`config.mk`:
```
export PLATFORM = sky130hd
export DESIGN_NAME = rpn_stack
export DESIGN_NICKNAME = d
export VERILOG_FILES = /design/src/hw/rtl/rpn_pkg.sv /design/src/hw/rtl/rpn_cell.sv /design/src/hw/rtl/rpn_stack.sv
export SDC_FILE = /design/constraint.sdc
export NUM_CORES = 2
export LEC_CHECK = 0
export ABC_CLOCK_PERIOD_IN_PS = 135700
export BUFFER_PORTS_ARGS = -buffer_cell sky130_fd_sc_hd__buf_2
export CAP_MARGIN = 20
export CORE_ASPECT_RATIO = 1.5
export CORE_UTILIZATION = 40
export DETAILED_ROUTE_END_ITERATION = 10
export PLACE_DENSITY = 0.62
export SLEW_MARGIN = 20
export SYNTH_ARGS = -nofsm -noshare
export SYNTH_HDL_FRONTEND = slang
export SYNTH_SLANG_ARGS = --single-unit
```
`constraint.sdc`:
```
create_clock -name clk -period 135.7 [get_ports clk]
set_clock_uncertainty 0.2 [all_clocks]
set_input_delay 27.14 -clock clk [delete_from_list [all_inputs] [get_ports clk]]
set_output_delay 27.14 -clock clk [all_outputs]
set_load 0.1 [all_outputs]
```
`src/hw/rtl/rpn_pkg.sv`:
```
// Shared types, constants and the command and status codes of the calculator.
package rpn_pkg;

    localparam int STACK_DEPTH = 128;
    localparam int FRAC_BITS   = 16;
    localparam int PTR_W       = $clog2(STACK_DEPTH + 1);
    localparam int DIV_STEPS   = 32 + FRAC_BITS + 1;
    localparam int DCNT_W      = $clog2(DIV_STEPS + 1);

    typedef enum logic [2:0] {
        KIND_PUSH    = 3'd0,
        KIND_ADD     = 3'd1,
        KIND_SUB     = 3'd2,
        KIND_MUL     = 3'd3,
        KIND_DIV     = 3'd4,
        KIND_PRINT   = 3'd5,
        KIND_UNKNOWN = 3'd6,
        KIND_SPARE   = 3'd7
    } kind_t;

    typedef enum logic [1:0] {
        ST_DONE    = 2'd0,
        ST_PRINTED = 2'd1,
        ST_ZERODIV = 2'd2,
        ST_UNKNOWN = 2'd3
    } status_t;

    typedef enum logic [3:0] {
        S_IDLE,
        S_POP1,
        S_POP2,
        S_MUL,
        S_MUL2,
        S_DIV,
        S_DIV2,
        S_PUSH,
        S_REPORT
    } state_t;

    // Control from the sequencer to the cells of the stack
    typedef struct packed {
        logic        push;
        logic        pop;
        logic [31:0] data;
    } stk_ctl_t;

    // Clamp a 64-bit signed value to the signed 32-bit range
    function automatic logic [31:0] sat32(input logic signed [63:0] v);
        logic [31:0] r;
        if (v > 64'sd2147483647)
            r = 32'h7fff_ffff;
        else if (v < -64'sd2147483648)
            r = 32'h8000_0000;
        else
            r = v[31:0];
        return r;
    endfunction

endpackage

```
`src/hw/rtl/rpn_cell.sv`:
```
// One stack cell: holds one entry and shifts with its neighbors on push or pop.
module rpn_cell
(
    input  logic                 clk,
    input  rpn_pkg::stk_ctl_t    ctl,
    input  logic [31:0]          above,
    input  logic [31:0]          below,
    output logic [31:0]          value
);

    logic [31:0] value_reg;
    logic [31:0] value_next;

    always_comb
    begin
        value_next = value_reg;
        if (ctl.push)
            value_next = above;
        else if (ctl.pop)
            value_next = below;
    end

    always_ff @(posedge clk)
    begin
        value_reg <= value_next;
    end

    assign value = value_reg;

endmodule

```
`src/hw/rtl/rpn_stack.sv`:
```
// Stack as a row of cells; cell 0 is the top, data moves one cell per push or pop.
module rpn_stack
(
    input  logic                 clk,
    input  rpn_pkg::stk_ctl_t    ctl,
    output logic [31:0]          top
);

    logic [31:0] vals [rpn_pkg::STACK_DEPTH];

    genvar g;
    generate
        for (g = 0; g < rpn_pkg::STACK_DEPTH; g++)
        begin : g_cell
            logic [31:0] above_w;
            logic [31:0] below_w;
            if (g == 0)
            begin : g_top
                assign above_w = ctl.data;
            end
            else
            begin : g_mid
                assign above_w = vals[g-1];
            end
            if (g == rpn_pkg::STACK_DEPTH - 1)
            begin : g_bot
                assign below_w = '0;
            end
            else
            begin : g_up
                assign below_w = vals[g+1];
            end
            rpn_cell u_cell
            (
                .clk   (clk),
                .ctl   (ctl),
                .above (above_w),
                .below (below_w),
                .value (vals[g])
            );
        end
    endgenerate

    assign top = vals[0];

endmodule
```
==> results.toml <==
[floorplanning]
io-pin-count = 67
design.die.area_sq_um = 434800
dieWidth_microns = 538.7
initial_core_util_pct = 40.20
rows = 295
core_sq_um = 430000
fp.dieH_microns = 807.1

[job]
maxCapViolCount = 0

[synthesis]
library_cell_with_the_highest_instance_count_after_synthesis = "sky130_fd_sc_hd__edfxtp_1"
synth_cell_types = 7
synth_sequential_area_ratio_pct = 71.16
netlist_area_sq_um = 172800
yosys.area.top_type = "sky130_fd_sc_hd__edfxtp_1"
yosys-top-cells-count = "sky130_fd_sc_hd__edfxtp_1, sky130_fd_sc_hd__mux2_2, sky130_fd_sc_hd__buf_6, sky130_fd_sc_hd__buf_2, sky130_fd_sc_hd__and2_1"
post_synth_main_area_contributors = "sky130_fd_sc_hd__edfxtp_1, sky130_fd_sc_hd__mux2_2, sky130_fd_sc_hd__buf_6"
syn-mean-instance-area_sq_um = 19.99
edff_count_synth = 4096
netlist_instances = 8648
synth_top_cell_area_share_pct = 71.16
yosys_warnings = 0
postSynthNetCount = 8683
ys_async_sr_fraction_pct = 0
ys_seq_elements = 4096
synthFlopType = "sky130_fd_sc_hd__edfxtp_1"

[finish]
sequential_cell_area_sq_um = 123000
final_cell_count_no_fill = 14720
area_of_all_placed_cells_without_fillers_sq_um = 190000
final_layout_size_suffix_gt1_share_pct = 52.57
multi_input_comb_area_sq_um = 45970
layout.filler_cells = 36420
num-nets-final = 8778
syn2layout_area_growth_pct = 9.926
largest_register_ffs = 4096

[run_status]
outcome = "finished clean"

[global_routing]
largest_net_degree_at_the_start_of_global_routing = 234
grt_antenna_before_repair = 5
grt_pass1_vias = 78230
grt_pass1_wl_microns = 408600
grt-ovfl-total = 0
grt_util_all_layers_pct = 10.90

[critical_path]
cp_max_fo = 113
required_ns = 136.06
timing.critical_path.arrival_ns = 34.04
worstSetupStartpointType = "primary input"
endpoint_kind = "register"
critPathKind = "primary input to register"

[timing]
hold_vio_cnt_final = 0
setup_viol = 0
max_freq_mhz = 29.69
final_min_period_over_clock_period_pct = 24.82
slew-limit-headroom_pct = 12.71
final.setup.worst_slack_ns = 102.02
grt_setup_unrepaired = "false"
tightestPinTransition_ns = 1.309
final.setup.tns_ns = 0
timing.final.max_slew_violations = 0
fin_crit_ns = 33.68

[clocking]
cts_inserted_buffers = 395
htreeDepth = 5
clk-insertion-delay-late_ns = 0.96
cts.clk_slew.worst_paths_ns = 0.06
postCtsHoldBufs = 0
postCtsSetupRepairBufs = 0
cts.repair.resized = 0
tritoncts_clock_tree = "done"
clock-root-buffer = "sky130_fd_sc_hd__clkbuf_16"
cts_max_path_buffers = 4
cts_sinks = 4096

[placement]
place_hpwl_microns = 138100
gpl_congestion = 0.6935
placed_insts = 13990
detailed_place.area_sq_um = 177200
io_buffers = 66
post_place_worst_slack_ns = 100.78

[route]
antenna_left = 0
drcViolationCount = 0
routed-via-count = 72900
wl_per_cell_microns = 16.51
drt_iter0_markers = 4606
drt_pre_antenna_iters = 5
route.final.wire_length_microns = 243100
via_per_inst = 4.953

[hold_path]
hold_class = "register to register"

[power_and_ir_drop]
worst_ir_drop_vdd_uv = 11.74
power_leakage_nw = 65.14
pwr_density_cell_nw_per_um2 = 16.85
-- cell type report --
class                   instances  area share [%]
multi-input cells            4097           24.20
flip-flops and latches       4096           64.74
clock inverters               239           1.212
diodes                          2        0.002634
clock buffers                 488           5.464
well taps                    5643           3.716
repair buffers                153          0.6724
-- stage by stage --
step / util (%) / power, mW / hold WS (ns)
floorplan: - / 2.178 / 0.3247
global placement: 41.21 / 2.121 / 0.3359
detailed placement: 41.21 / 2.156 / 0.3363
CTS: 44.16 / 3.258 / 0.3133
global route: 44.19 / 3.355 / 0.3471
finish: 44.19 / 3.201 / 0.3181
-- layer usage --
layer / GRT usage, % / part of all wire [%] / up-vias
li1: - / - / 34730
met1: 13.84 / 43 / 37160
met2: 18.95 / 51 / 634
met3: 1.770 / 3.1 / 379
met4: 3.536 / 2.9 / 0
met5: 0 / 0 / -
-- worst paths after layout --
check                                               from                                    endpoint  slack, ns  cells past startpoint
setup / recovery                                 ctl[33]       g_cell[19].u_cell.value[24]$_DFFE_PP_     102.02                      8
setup reg to reg    g_cell[0].u_cell.value[29]$_DFFE_PP_        g_cell[1].u_cell.value[29]$_DFFE_PP_     134.26                      1
hold / removal    g_cell[126].u_cell.value[19]$_DFFE_PP_  g_cell[127].u_cell.value[19]$_SDFFCE_PN0P_       0.32                      1
hold reg to reg   g_cell[126].u_cell.value[19]$_DFFE_PP_  g_cell[127].u_cell.value[19]$_SDFFCE_PN0P_       0.32                      1
-- critical path, cell delays in order --
cell and delay (ns):
sky130_fd_sc_hd__buf_12 0.46, sky130_fd_sc_hd__or2_4 0.84, sky130_fd_sc_hd__buf_4 0.87, sky130_fd_sc_hd__buf_4 0.87, sky130_fd_sc_hd__buf_4 0.76, sky130_fd_sc_hd__buf_4 0.84, sky130_fd_sc_hd__buf_4 0.96, sky130_fd_sc_hd__buf_4 0.89
-- kinds of logic after synthesis --
kind of cell	share of synthesized area, %
DFF	71.16
buffers and inverters	2.242
muxes	26.48
and+or+nand+nor	0.1194
-- where the power goes --
part / internal (mW) / switching, mW
Combinational: 0.195 / 0.115
Sequential: 1.70 / 0.114
Clock: 0.612 / 0.469
-- cells in the final DEF (no fill, tap or decap), drive strengths merged --
| cell type | netlist | final |
|---|---|---|
| edfxtp | 4096 | 4096 |
| mux2 | 4064 | 4064 |
| clkbuf | 0 | 488 |
| clkinv | 0 | 181 |
| buf | 455 | 153 |
| bufinv | 0 | 35 |
| and2 | 32 | 32 |
| clkinvlp | 0 | 12 |
| inv | 0 | 11 |
| diode | 0 | 2 |
| or2 | 1 | 1 |
Note: power is estimated with default switching activity, not from simulation.
